$ cat config.mk
export PLATFORM = sky130hd
export DESIGN_NAME = round_robin_unit_quantum_scheduler_flat
export DESIGN_NICKNAME = d
export VERILOG_FILES = /design/src/hdl/rrqs_pkg.sv /design/src/hdl/rrqs_req_if.sv /design/src/hdl/rrqs_rsp_if.sv /design/src/hdl/round_robin_unit_quantum_scheduler.sv /design/src/hdl/rrqs_ctrl.sv /design/src/hdl/rrqs_datapath.sv /design/src/flat_wrapper.sv
export SDC_FILE = /design/constraint.sdc
export NUM_CORES = 2
export LEC_CHECK = 0
export BUFFER_PORTS_ARGS = -buffer_cell sky130_fd_sc_hd__buf_2
export CORE_ASPECT_RATIO = 1.75
export CORE_MARGIN = 3
export CORE_UTILIZATION = 58
export CTS_BUF_LIST = sky130_fd_sc_hd__clkbuf_16
export DETAILED_ROUTE_END_ITERATION = 8
export GPL_TIMING_DRIVEN = 0
export PLACE_DENSITY_LB_ADDON = 0.25
export SKIP_CTS_REPAIR_TIMING = 1
export SLEW_MARGIN = 40
export SYNTH_ARGS = -nofsm -noshare
export SYNTH_HDL_FRONTEND = slang
export SYNTH_SLANG_ARGS = --single-unit
$ cat constraint.sdc
create_clock -name clock -period 20.3 [get_ports clock]
set_clock_uncertainty 0.15 [all_clocks]
set_input_delay 2.03 -clock clock [delete_from_list [all_inputs] [get_ports clock]]
set_output_delay 2.03 -clock clock [all_outputs]
set_load 0.05 [all_outputs]
$ cat src/hdl/rrqs_pkg.sv
// Shared types and constants of the round-robin quantum scheduler.
package rrqs_pkg;

   localparam int unsigned ID_W     = 8;
   localparam int unsigned TIME_W   = 16;
   localparam int unsigned TICK_W   = 32;
   localparam int unsigned STATUS_W = 3;
   localparam int unsigned ENTRY_W  = ID_W + TIME_W;

   // Request opcodes
   localparam logic OP_ARRIVE = 1'b0;
   localparam logic OP_TICK   = 1'b1;

   // Result status codes
   typedef enum logic [STATUS_W-1:0] {
      STS_IDLE     = 3'd0,
      STS_REQUEUED = 3'd1,
      STS_FINISHED = 3'd2,
      STS_QUEUED   = 3'd3,
      STS_FULL     = 3'd4
   } status_type;

   // Controller states
   typedef enum logic {
      S_IDLE,
      S_EXEC
   } rrqs_state_type;

   // Commands from controller to datapath
   typedef struct packed {
      logic take;    // latch the request and read the queue head
      logic commit;  // update the queue and load the result register
   } rrqs_cmd_type;

   // Status from datapath to controller
   typedef struct packed {
      logic out_free; // result register can take a new item this cycle
   } rrqs_stat_type;

endpackage

$ cat src/hdl/rrqs_req_if.sv
// Request channel: valid/ready handshake with the scheduler request payload.
interface rrqs_req_if;
   import rrqs_pkg::*;

   logic              valid;
   logic              ready;
   logic              opcode;
   logic [ID_W-1:0]   proc_id;
   logic [TIME_W-1:0] burst_time;

   modport source (output valid, opcode, proc_id, burst_time, input ready);
   modport sink   (input valid, opcode, proc_id, burst_time, output ready);
endinterface

$ cat src/hdl/rrqs_rsp_if.sv
// Result channel: valid/ready handshake with the scheduler result payload.
interface rrqs_rsp_if;
   import rrqs_pkg::*;

   logic                valid;
   logic                ready;
   logic [STATUS_W-1:0] status;
   logic [ID_W-1:0]     run_id;
   logic [TIME_W-1:0]   time_left;
   logic [TICK_W-1:0]   slot_start;

   modport source (output valid, status, run_id, time_left, slot_start, input ready);
   modport sink   (input valid, status, run_id, time_left, slot_start, output ready);
endinterface

$ cat src/hdl/round_robin_unit_quantum_scheduler.sv
// Round-robin scheduler, one-tick quantum. Accepting an item in S_IDLE latches the
// request and registers the queue head read; S_EXEC then commits it, writing back
// the tail and loading the result register. No new request is taken before that
// commit, and a stalled result register holds S_EXEC until it drains.
// Reset (synchronous, active high) clears pointers, occupancy, tick count and result
// valid; queue contents are left as they are and need no clearing pass.
module round_robin_unit_quantum_scheduler #(
   parameter int unsigned QUEUE_DEPTH = 128
) (
   input  logic       clock,
   input  logic       reset,
   rrqs_req_if.sink   req_ch,
   rrqs_rsp_if.source rsp_ch
);
   import rrqs_pkg::*;

   rrqs_cmd_type  cmd;
   rrqs_stat_type stat;

   // Sequence each item
   rrqs_ctrl u_ctrl (
      .clock     (clock),
      .reset     (reset),
      .req_valid (req_ch.valid),
      .stat      (stat),
      .req_ready (req_ch.ready),
      .cmd       (cmd)
   );

   // Queue and result datapath
   rrqs_datapath #(
      .QUEUE_DEPTH (QUEUE_DEPTH)
   ) u_datapath (
      .clock          (clock),
      .reset          (reset),
      .cmd            (cmd),
      .stat           (stat),
      .req_opcode     (req_ch.opcode),
      .req_proc_id    (req_ch.proc_id),
      .req_burst_time (req_ch.burst_time),
      .rsp_valid      (rsp_ch.valid),
      .rsp_ready      (rsp_ch.ready),
      .rsp_status     (rsp_ch.status),
      .rsp_run_id     (rsp_ch.run_id),
      .rsp_time_left  (rsp_ch.time_left),
      .rsp_slot_start (rsp_ch.slot_start)
   );

endmodule

$ cat src/hdl/rrqs_ctrl.sv
// Controller state machine: sequences accept, head read and commit of one item.
module rrqs_ctrl (
   input  logic                   clock,
   input  logic                   reset,
   input  logic                   req_valid,
   input  rrqs_pkg::rrqs_stat_type stat,
   output logic                   req_ready,
   output rrqs_pkg::rrqs_cmd_type  cmd
);
   import rrqs_pkg::*;

   rrqs_state_type state_ff;
   rrqs_state_type state_in;

   // Hold the state
   always_ff @(posedge clock) begin
      if (reset) begin
         state_ff <= S_IDLE;
      end else begin
         state_ff <= state_in;
      end
   end

   // Next state
   always_comb begin
      state_in = state_ff;
      case (state_ff)
         S_IDLE: begin
            if (req_valid) begin
               state_in = S_EXEC;
            end
         end
         S_EXEC: begin
            if (stat.out_free) begin
               state_in = S_IDLE;
            end
         end
         default: state_in = S_IDLE;
      endcase
   end

   // Outputs
   always_comb begin
      req_ready  = 1'b0;
      cmd.take   = 1'b0;
      cmd.commit = 1'b0;
      case (state_ff)
         S_IDLE: begin
            req_ready = !reset;
            cmd.take  = !reset && req_valid;
         end
         S_EXEC: begin
            cmd.commit = stat.out_free;
         end
         default: begin
            req_ready = 1'b0;
         end
      endcase
   end

endmodule

$ cat src/hdl/rrqs_datapath.sv
// Datapath: ready queue memory, pointers, tick counter and result register.
module rrqs_datapath #(
   parameter int unsigned QUEUE_DEPTH = 128
) (
   input  logic                            clock,
   input  logic                            reset,
   input  rrqs_pkg::rrqs_cmd_type          cmd,
   output rrqs_pkg::rrqs_stat_type         stat,
   input  logic                            req_opcode,
   input  logic [rrqs_pkg::ID_W-1:0]       req_proc_id,
   input  logic [rrqs_pkg::TIME_W-1:0]     req_burst_time,
   output logic                            rsp_valid,
   input  logic                            rsp_ready,
   output logic [rrqs_pkg::STATUS_W-1:0]   rsp_status,
   output logic [rrqs_pkg::ID_W-1:0]       rsp_run_id,
   output logic [rrqs_pkg::TIME_W-1:0]     rsp_time_left,
   output logic [rrqs_pkg::TICK_W-1:0]     rsp_slot_start
);
   import rrqs_pkg::*;

   localparam int unsigned PTR_W = (QUEUE_DEPTH > 1) ? $clog2(QUEUE_DEPTH) : 1;
   localparam int unsigned CNT_W = $clog2(QUEUE_DEPTH + 1);
   localparam logic [PTR_W-1:0] LAST_IDX = PTR_W'(QUEUE_DEPTH - 1);
   localparam logic [CNT_W-1:0] FULL_CNT = CNT_W'(QUEUE_DEPTH);

   function automatic logic [PTR_W-1:0] next_idx(input logic [PTR_W-1:0] idx);
      next_idx = (idx == LAST_IDX) ? '0 : idx + PTR_W'(1);
   endfunction

   // Queue storage and read register
   logic [ENTRY_W-1:0] fifo_mem_ff [QUEUE_DEPTH];
   logic [ENTRY_W-1:0] rd_data_ff;

   // Control state
   logic [PTR_W-1:0]  head_ptr_ff, head_ptr_in;
   logic [PTR_W-1:0]  tail_ptr_ff, tail_ptr_in;
   logic [CNT_W-1:0]  count_ff, count_in;
   logic [TICK_W-1:0] tick_ff, tick_in;
   logic              rsp_valid_ff, rsp_valid_in;

   // Latched request
   logic              op_ff;
   logic [ID_W-1:0]   id_ff;
   logic [TIME_W-1:0] burst_ff;

   // Result register
   status_type        sts_ff, sts_in;
   logic [ID_W-1:0]   run_id_ff, run_id_in;
   logic [TIME_W-1:0] left_ff, left_in;
   logic [TICK_W-1:0] start_ff;

   logic               push, pop;
   logic [ENTRY_W-1:0] push_data;
   logic [ID_W-1:0]    head_id;
   logic [TIME_W-1:0]  head_rem, head_dec;
   logic               empty, full;

   assign stat.out_free = !rsp_valid_ff || rsp_ready;

   assign head_id  = rd_data_ff[ENTRY_W-1:TIME_W];
   assign head_rem = rd_data_ff[TIME_W-1:0];
   assign head_dec = (head_rem == '0) ? '0 : head_rem - TIME_W'(1);
   assign empty    = (count_ff == '0);
   assign full     = (count_ff == FULL_CNT);

   // Latch the request, normalising a zero burst to one
   always_ff @(posedge clock) begin
      if (cmd.take) begin
         op_ff    <= req_opcode;
         id_ff    <= req_proc_id;
         burst_ff <= (req_burst_time == '0) ? TIME_W'(1) : req_burst_time;
      end
   end

   // Queue memory: append at the tail, read the head on accept
   always_ff @(posedge clock) begin
      if (push) begin
         fifo_mem_ff[tail_ptr_ff] <= push_data;
      end
      if (cmd.take) begin
         rd_data_ff <= fifo_mem_ff[head_ptr_ff];
      end
   end

   // Decide the outcome of the item
   always_comb begin
      push      = 1'b0;
      pop       = 1'b0;
      push_data = {id_ff, burst_ff};
      sts_in    = STS_IDLE;
      run_id_in = '0;
      left_in   = '0;
      tick_in   = tick_ff;
      if (op_ff == OP_ARRIVE) begin
         run_id_in = id_ff;
         left_in   = burst_ff;
         if (full) begin
            sts_in = STS_FULL;
         end else begin
            sts_in = STS_QUEUED;
            push   = cmd.commit;
         end
      end else begin
         tick_in = tick_ff + TICK_W'(1);
         if (!empty) begin
            pop       = cmd.commit;
            run_id_in = head_id;
            push_data = {head_id, head_dec};
            if (head_dec == '0) begin
               sts_in = STS_FINISHED;
            end else begin
               sts_in  = STS_REQUEUED;
               left_in = head_dec;
               push    = cmd.commit;
            end
         end
      end
   end

   // Advance pointers and occupancy
   always_comb begin
      head_ptr_in = pop ? next_idx(head_ptr_ff) : head_ptr_ff;
      tail_ptr_in = push ? next_idx(tail_ptr_ff) : tail_ptr_ff;
      count_in    = count_ff;
      if (push && !pop) begin
         count_in = count_ff + CNT_W'(1);
      end else if (pop && !push) begin
         count_in = count_ff - CNT_W'(1);
      end
   end

   // Result valid: load on commit, drop when taken
   always_comb begin
      rsp_valid_in = rsp_valid_ff;
      if (cmd.commit) begin
         rsp_valid_in = 1'b1;
      end else if (rsp_ready) begin
         rsp_valid_in = 1'b0;
      end
   end

   // Control registers
   always_ff @(posedge clock) begin
      if (reset) begin
         head_ptr_ff  <= '0;
         tail_ptr_ff  <= '0;
         count_ff     <= '0;
         tick_ff      <= '0;
         rsp_valid_ff <= 1'b0;
      end else begin
         head_ptr_ff  <= head_ptr_in;
         tail_ptr_ff  <= tail_ptr_in;
         count_ff     <= count_in;
         rsp_valid_ff <= rsp_valid_in;
         if (cmd.commit) begin
            tick_ff <= tick_in;
         end
      end
   end

   // Result payload
   always_ff @(posedge clock) begin
      if (cmd.commit) begin
         sts_ff    <= sts_in;
         run_id_ff <= run_id_in;
         left_ff   <= left_in;
         start_ff  <= tick_ff;
      end
   end

   assign rsp_valid      = rsp_valid_ff;
   assign rsp_status     = sts_ff;
   assign rsp_run_id     = run_id_ff;
   assign rsp_time_left  = left_ff;
   assign rsp_slot_start = start_ff;

endmodule

$ cat src/flat_wrapper.sv
// flat-port wrapper written by rule: the top's interface ports become plain ports
module round_robin_unit_quantum_scheduler_flat import rrqs_pkg::*;
#(
   parameter int unsigned QUEUE_DEPTH = 128
)
  (clock, reset, req_ch_valid, req_ch_opcode, req_ch_proc_id, req_ch_burst_time, req_ch_ready, rsp_ch_valid, rsp_ch_status, rsp_ch_run_id, rsp_ch_time_left, rsp_ch_slot_start, rsp_ch_ready);
  rrqs_req_if req_ch_i ();
  rrqs_rsp_if rsp_ch_i ();
  input  logic clock;
  input  logic reset;
  input wire logic [$bits(req_ch_i.valid)-1:0] req_ch_valid;
  input wire logic [$bits(req_ch_i.opcode)-1:0] req_ch_opcode;
  input wire logic [$bits(req_ch_i.proc_id)-1:0] req_ch_proc_id;
  input wire logic [$bits(req_ch_i.burst_time)-1:0] req_ch_burst_time;
  output wire logic [$bits(req_ch_i.ready)-1:0] req_ch_ready;
  output wire logic [$bits(rsp_ch_i.valid)-1:0] rsp_ch_valid;
  output wire logic [$bits(rsp_ch_i.status)-1:0] rsp_ch_status;
  output wire logic [$bits(rsp_ch_i.run_id)-1:0] rsp_ch_run_id;
  output wire logic [$bits(rsp_ch_i.time_left)-1:0] rsp_ch_time_left;
  output wire logic [$bits(rsp_ch_i.slot_start)-1:0] rsp_ch_slot_start;
  input wire logic [$bits(rsp_ch_i.ready)-1:0] rsp_ch_ready;
  assign req_ch_i.valid = req_ch_valid;
  assign req_ch_i.opcode = req_ch_opcode;
  assign req_ch_i.proc_id = req_ch_proc_id;
  assign req_ch_i.burst_time = req_ch_burst_time;
  assign req_ch_ready = req_ch_i.ready;
  assign rsp_ch_valid = rsp_ch_i.valid;
  assign rsp_ch_status = rsp_ch_i.status;
  assign rsp_ch_run_id = rsp_ch_i.run_id;
  assign rsp_ch_time_left = rsp_ch_i.time_left;
  assign rsp_ch_slot_start = rsp_ch_i.slot_start;
  assign rsp_ch_i.ready = rsp_ch_ready;
  round_robin_unit_quantum_scheduler #(.QUEUE_DEPTH(QUEUE_DEPTH)) u_core (.clock(clock), .reset(reset), .req_ch(req_ch_i), .rsp_ch(rsp_ch_i));
endmodule
==> Word level (Yosys, flattened, before mapping) <==
Memory sizes are Yosys's and may differ from the RTL's. A register that Yosys moved wholly into a read port is not among the register bits.
Cells that the tools add are included.
{ "totals": {"mem_count": 1, "ramBits": 3072, "elab_cells": 71, "input_bits": 29, "output_inout_bits": 61, "reg_bits": 140} }
{ "op_classes": {"reduce_logical": 15, "addsub": 6, "n_eq_ne": 3, "bitwise": 1, "mux": 32} }
{ "memory_table": {"columns": ["memory", "words", "word_bits", "rd", "rd_clocked_by_memory_dff", "wr", "line_no", "source"], "rows": [
  ["u_core.u_datapath.fifo_mem_ff", 128, 24, 1, 1, 1, "rrqs_datapath.sv:31", "logic [ENTRY_W-1:0] fifo_mem_ff [QUEUE_DEPTH];"]
]} }
{ "op_table": {"columns": ["op", "n"], "rows": [
  ["$mux 16", 4],
  ["$logic_not 16->1", 3],
  ["$mux 24", 2],
  ["$add 32x1->32 const B", 1],
  ["$mux 8", 4],
  ["$sub 16x1->16 const B", 1],
  ["$mux 1", 15],
  ["$add 7x1->7 const B", 2],
  ["$eq 7x7->1 const B", 2],
  ["$mux 7", 2],
  ["$add 8x1->8 const B", 1],
  ["$eq 8x8->1 const B", 1],
  ["$logic_not 8->1", 1],
  ["$sub 8x1->8 const B", 1],
  ["$mux 3", 2],
  ["$logic_not 1->1", 4],
  ["$mux 2", 2],
  ["$reduce_bool 2->1", 2],
  ["$logic_and 1x1->1", 3],
  ["$pmux 1 s2", 1],
  ["$reduce_and 2->1", 1],
  ["$logic_or 1x1->1", 1],
  ["$not 1->1", 1]
]} }

==> Depth between registers and ports, before layout <==
{ "depth": {"ltp_word": 10, "mapped_depth": 21} }

==> Modules after synthesis <==
A second synthesis with hierarchy kept.
{ "hier_totals": {"cells_unflattened": 5198, "hier_area_um2": 123973.9} }
{ "modules_own_cells": {"columns": ["mod", "area_per_inst_um2", "instances", "cells_each"], "rows": [
  ["rrqs_datapath", 123921.4, 1, 5192],
  ["rrqs_ctrl", 52.6, 1, 6]
]} }

==> Worst setup path after synthesis <==
OpenSTA, ideal clock, no wires.
{ "synth_timing": {"kind": "reg2reg", "from": "register u_core.u_datapath.rd_data_ff[3], read port of u_core.u_datapath.fifo_mem_ff", "to": "memory u_core.u_datapath.fifo_mem_ff[0][9] (netlist bit) (data pin)", "t_required_ns": 18.953, "stages_incl_launch_ff": 6, "setup_slack_ns": 12.218, "period_less_slack_ns": 8.082, "arrival_ns": 6.735, "n_path_buf": 0, "cell_sequence": "edfxtp_1 nor4_1 nand2_1 or3_1 xor2_1 o21ai_0"} }
{ "synth_via": {"elab_chain_cells": 4} }
{ "synth_lines": {"columns": ["item", "line_no", "source"], "rows": [
  ["start: declaration", "rrqs_datapath.sv:32", "logic [ENTRY_W-1:0] rd_data_ff;"],
  ["$sub 16x1->16 or $logic_not 16->1 (tied branches)", "rrqs_datapath.sv:62", "assign head_dec = (head_rem == '0) ? '0 : head_rem - TIME_W'(1);"],
  ["$mux 16 *", "rrqs_datapath.sv:62", null],
  ["$mux 24 *", "rrqs_datapath.sv:105", "if (!empty) begin"],
  ["$mux 24 *", "rrqs_datapath.sv:94", "if (op_ff == OP_ARRIVE) begin"],
  ["via u_core.u_datapath.push_data[9]", "rrqs_datapath.sv:53", "logic [ENTRY_W-1:0] push_data;"],
  ["end: declaration", "rrqs_datapath.sv:31", null]
]} }
The timed path passes the listed nets; every way through them passes the cells marked *.

==> Final worst setup path <==
{ "layout_timing": {"from": "register u_core.u_datapath.rd_data_ff[3], read port of u_core.u_datapath.fifo_mem_ff", "to": "register u_core.u_datapath.count_ff[7]"} }
{ "layout_via": {"elab_chain_cells": 9} }
{ "layout_lines": {"columns": ["item", "line_no", "source"], "rows": [
  ["$sub 16x1->16 or $logic_not 16->1 (tied branches)", "rrqs_datapath.sv:62", null],
  ["$mux 16 *", "rrqs_datapath.sv:62", null],
  ["$logic_not 16->1 *", "rrqs_datapath.sv:109", "if (head_dec == '0) begin"],
  ["$mux 1 *", "rrqs_datapath.sv:109", null],
  ["$mux 1 *", "rrqs_datapath.sv:105", null],
  ["$mux 1 *", "rrqs_datapath.sv:94", null],
  ["via u_core.u_datapath.push", "rrqs_datapath.sv:52", "logic push, pop;"],
  ["$logic_not 1->1", "rrqs_datapath.sv:127", "end else if (pop && !push) begin"],
  ["$logic_and 1x1->1", "rrqs_datapath.sv:127", null],
  ["$reduce_bool 2->1 (no line)", null, null],
  ["end signal: assignment", "rrqs_datapath.sv:153", "count_ff <= count_in;"],
  ["end: declaration", "rrqs_datapath.sv:37", "logic [CNT_W-1:0] count_ff, count_in;"]
]} }
Marked as above.
A chain may end at the register's enable or synchronous reset.

==> key figures <==
Timing
  – Final setup viols: 0
  – Tcrit/Tclk final: 33.7%
  – Worst-Margin Slew: 0.908 ns
  – Setup TNS: 0 ns
  – Final Critical Period: 6.84 ns
  – Max-slew violation count: 0
  – Hold Vio Cnt, Final: 0
  – Rel. slew slack: 39.4%
  – Max Fclk: 146 MHz
  – RSZ-0062 raised after global routing: false

Layout
  – Fin cells: 8904
  – Layout cell share with drive strength beyond 1: 36.2%
  – Nets: 5886
  – Register area: 0.0966 mm2
  – Multi-input gate area: 0.0273 mm2
  – Fin util: 68.3%
  – Design area: 0.145 mm2
  – Number of fillers in the final layout: 12.3k
  – Area delta synth->final: 16.7%

Logic synthesis
  – Largest family of logic cells by synthesized area: multiplexers
  – Top cell type's share of synthesized area: 77.1%
  – Adder-Cell Fraction of Synth Area: 0.137%
  – Distinct cells, synth: 56
  – Simple-gate share of the synthesized area: 1.41%
  – Seq cells post-synth: 3236
  – Synth Area in XOR/XNOR: 0.311%
  – Cell Area, Synth: 0.124 mm2
  – Post-synth ARST share: 0%
  – Post-synthesis compound-gate area fraction: 0.612%
  – EDFF count, synth: 3180
  – Post-synth top cells: 3180 x edfxtp_1, 1006 x mux4_2, 189 x clkbuf_1, 189 x nor2_1, 76 x buf_1
  – Ranking of synthesized cells by area: edfxtp_1 77%, mux4_2 18%, dfxtp_1 0.90%
  – Net count after synthesis: 5185
  – Post-synth top area cell: edfxtp_1
  – Synth Instances: 5143
  – Ys flop type: edfxtp_1
  – Yosys warnings: 0
  – Most numerous cell in the Yosys netlist: edfxtp_1
  – Mux cell area share after synthesis: 18.6%
  – Syn_area_per_cell: 24.1 um2
  – Sequential element share of the synthesized area: 78.0%

Die
  – Core Box Area: 0.212 mm2
  – Die Ht: 617 um
  – Starting density of the core: 58.5%
  – Total die area: 0.219 mm2
  – Die W: 355 um
  – I/O Pins: 90
  – Core Rows: 223

Power
  – Pleak: 0.0442 uW
  – Worst vdd ir: 0.108 mV
  – Pwr dens: 111 mW/mm2

GRT
  – Remaining global-route overflow: 0
  – Largest net degree at the start of global routing: 65
  – Initial antenna violation count: 37
  – Vias in the first global route: 62.0k
  – GRT busiest layer: met2
  – Met1 usage: 36.9%
  – GR Layer Usage met2: 55.7%
  – First-pass GRT wire length: 480000 um
  – Tot GR Track Use: 31.8%
  – Met3 GRT Util: 5.72%

CTS
  – Worst skew pair latency: 0.85 ns
  – Clock transition at path regs: 0.06 ns
  – CTS tree: done
  – H-tree Lvls: 5
  – Clock Tree Root: clkbuf_16
  – Clock buffer depth: 4
  – Clk sink count: 3236
  – TritonCTS Buffers: 282

Critical path
  – Worst r2r path cells: 19
  – CP startpoint: u_core.u_datapath.rd_data_ff[3]
  – Startpoint Class: flop
  – Nature of the critical path endpoint: flop
  – Crit Path Max Fanout: 10
  – R2r startpoint: u_core.u_datapath.rd_data_ff[3]
  – Setup slack, reg-to-reg: 13.46 ns
  – WP data required: 20.84 ns
  – Critical path class: reg -> reg
  – R2R Path End: u_core.u_datapath.count_ff[7]
  – Worst path arrival time: 7.38 ns
  – Capture point of the worst path: u_core.u_datapath.count_ff[7]

Place
  – # port buffers: 89
  – Hpwl dp: 240000 um
  – Placed Instances: 8372
  – GP Congestion: 0.978
  – Placed inst area: 0.135 mm2

Detailed routing
  – Final WL: 342000 um
  – Drt initial violations: 8139
  – DRC Markers: 0
  – Remaining antenna violation count: 0
  – Vias: 60.3k
  – Vias per cell: 6.78
  – Wirelength per Cell: 38.4 um
  – First drt pass iteration count: 7

Run status
  – Status: finished clean

Min path
  – Hold WC Path Type: reg -> reg

Job
  – Max Cap Viol: 0
[stage by stage]
step / worst slack [ns] / hold slack [ns] / total power, uW
floorplan: 12.22 / 0.278 / 9770
global placement: 3.75 / 0.290 / 10900
detailed placement: 13.20 / 0.300 / 10800
CTS: 13.44 / 0.317 / 16100
global route: 13.10 / 0.336 / 16400
finish: 13.46 / 0.320 / 16100
[placed cells by master (no fill, tap or decap), drive strengths merged, types with 10 or more instances in the layout]
cell type / instances
edfxtp: 3180
mux4: 1006
buf: 509
clkbuf: 483
nor2: 196
inv: 101
clkinv: 98
dfxtp: 56
nand2: 55
o21ai: 52
diode: 37
a21oi: 32
bufinv: 26
xor2: 25
mux2: 24
or3: 22
nand3: 20
xnor2: 19
nand4: 15
o2bb2ai: 12
ha: 12
or2: 12
nor4: 11
clkinvlp: 10
[where the power goes]
group / total, uW / internal, uW / switching [uW] / leakage (uW)
registers: 8280 / 8270 / 14.4 / 0.0292
clock network: 5330 / 2940 / 2390 / 0.00461
logic: 2450 / 796 / 1660 / 0.0104
[logic make-up (layout without fill, tap and decap cells)]
group / Yosys count / count (layout)
AOI/OAI and AO/OA: 123 / 123
buffers and inverters: 315 / 1227
other: 0 / 37
and+or+nand+nor: 376 / 376
DFF: 3236 / 3236
xor gates and xnor gates: 44 / 44
muxes: 1036 / 1036
adders and majority gates: 13 / 13
[worst min path at each step]
stage	endpoint	cells after the start	startpoint	slack [ns]
2_1_floorplan	u_core.u_datapath.rsp_slot_start[31]	0	u_core.u_datapath.tick_ff[31]	0.28
3_3_place_gp	u_core.u_datapath.rsp_slot_start[31]	0	u_core.u_datapath.tick_ff[31]	0.29
3_5_place_dp	u_core.u_datapath.rsp_slot_start[31]	0	u_core.u_datapath.tick_ff[31]	0.30
4_1_cts	u_core.u_datapath.rsp_slot_start[31]	0	u_core.u_datapath.tick_ff[31]	0.32
5_1_grt	u_core.u_datapath.rsp_slot_start[31]	0	u_core.u_datapath.tick_ff[31]	0.34
6_report	u_core.u_datapath.rsp_slot_start[31]	0	u_core.u_datapath.tick_ff[31]	0.32
[layer usage]
| layer | wire (um) | vias up |
|---|---|---|
| met5 | 149 | - |
| met3 | 28100 | 852 |
| met4 | 23800 | 22 |
| met1 | 107000 | 32200 |
| li1 | - | 23500 |
| met2 | 182000 | 3737 |
[registers in the layout (all words and copies together), names as in the netlist]
| name | flops |
|---|---|
| u_core.u_datapath.tail_ptr_ff | 7 |
| u_core.u_datapath.rsp_status | 3 |
| u_core.u_datapath.id_ff | 8 |
| u_core.u_datapath.rd_data_ff | 24 |
| u_core.u_datapath.rsp_time_left | 16 |
| u_core.u_datapath.count_ff | 8 |
| u_core.u_datapath.burst_ff | 16 |
| u_core.u_datapath.tick_ff | 32 |
| u_core.u_datapath.op_ff | 1 |
| u_core.u_datapath.fifo_mem_ff | 3072 |
| u_core.u_datapath.head_ptr_ff | 7 |
| u_core.u_datapath.rsp_valid | 1 |
| u_core.u_ctrl.state_ff | 1 |
| u_core.u_datapath.rsp_slot_start | 32 |
| u_core.u_datapath.rsp_run_id | 8 |
[area by class of cell]
| cell class | instances | share of cell area, % |
|---|---|---|
| Clock buffer | 291 | 5.04 |
| Multi-Input combinational cell | 1592 | 18.9 |
| Antenna cell | 37 | 0.0640 |
| Sequential cell | 3236 | 66.8 |
| Inverter | 31 | 0.0805 |
| Timing Repair Buffer | 417 | 4.60 |
| Tap cell | 2812 | 2.43 |
| Buffer | 284 | 0.910 |
| Clock inverter | 204 | 1.17 |
[critical path, cell delays in order, from the launching register on]
cell and delay [ns]:
edfxtp_1 0.50, nor4_1 0.75, nand2_1 0.37, nor4_1 0.33
mux2i_1 0.74, a31oi_4 0.27, o21ai_2 0.42, buf_4 0.27
inv_1 0.06, ha_1 0.27, inv_1 0.28, ha_1 0.30
a21o_1 0.18, a21oi_1 0.23, o21bai_1 0.13, a2111oi_0 0.53
o21ai_0 0.18, a21oi_1 0.48, xnor2_1 0.18, nor2_1 0.06
No activity file was read; power rests on OpenSTA's default activity.
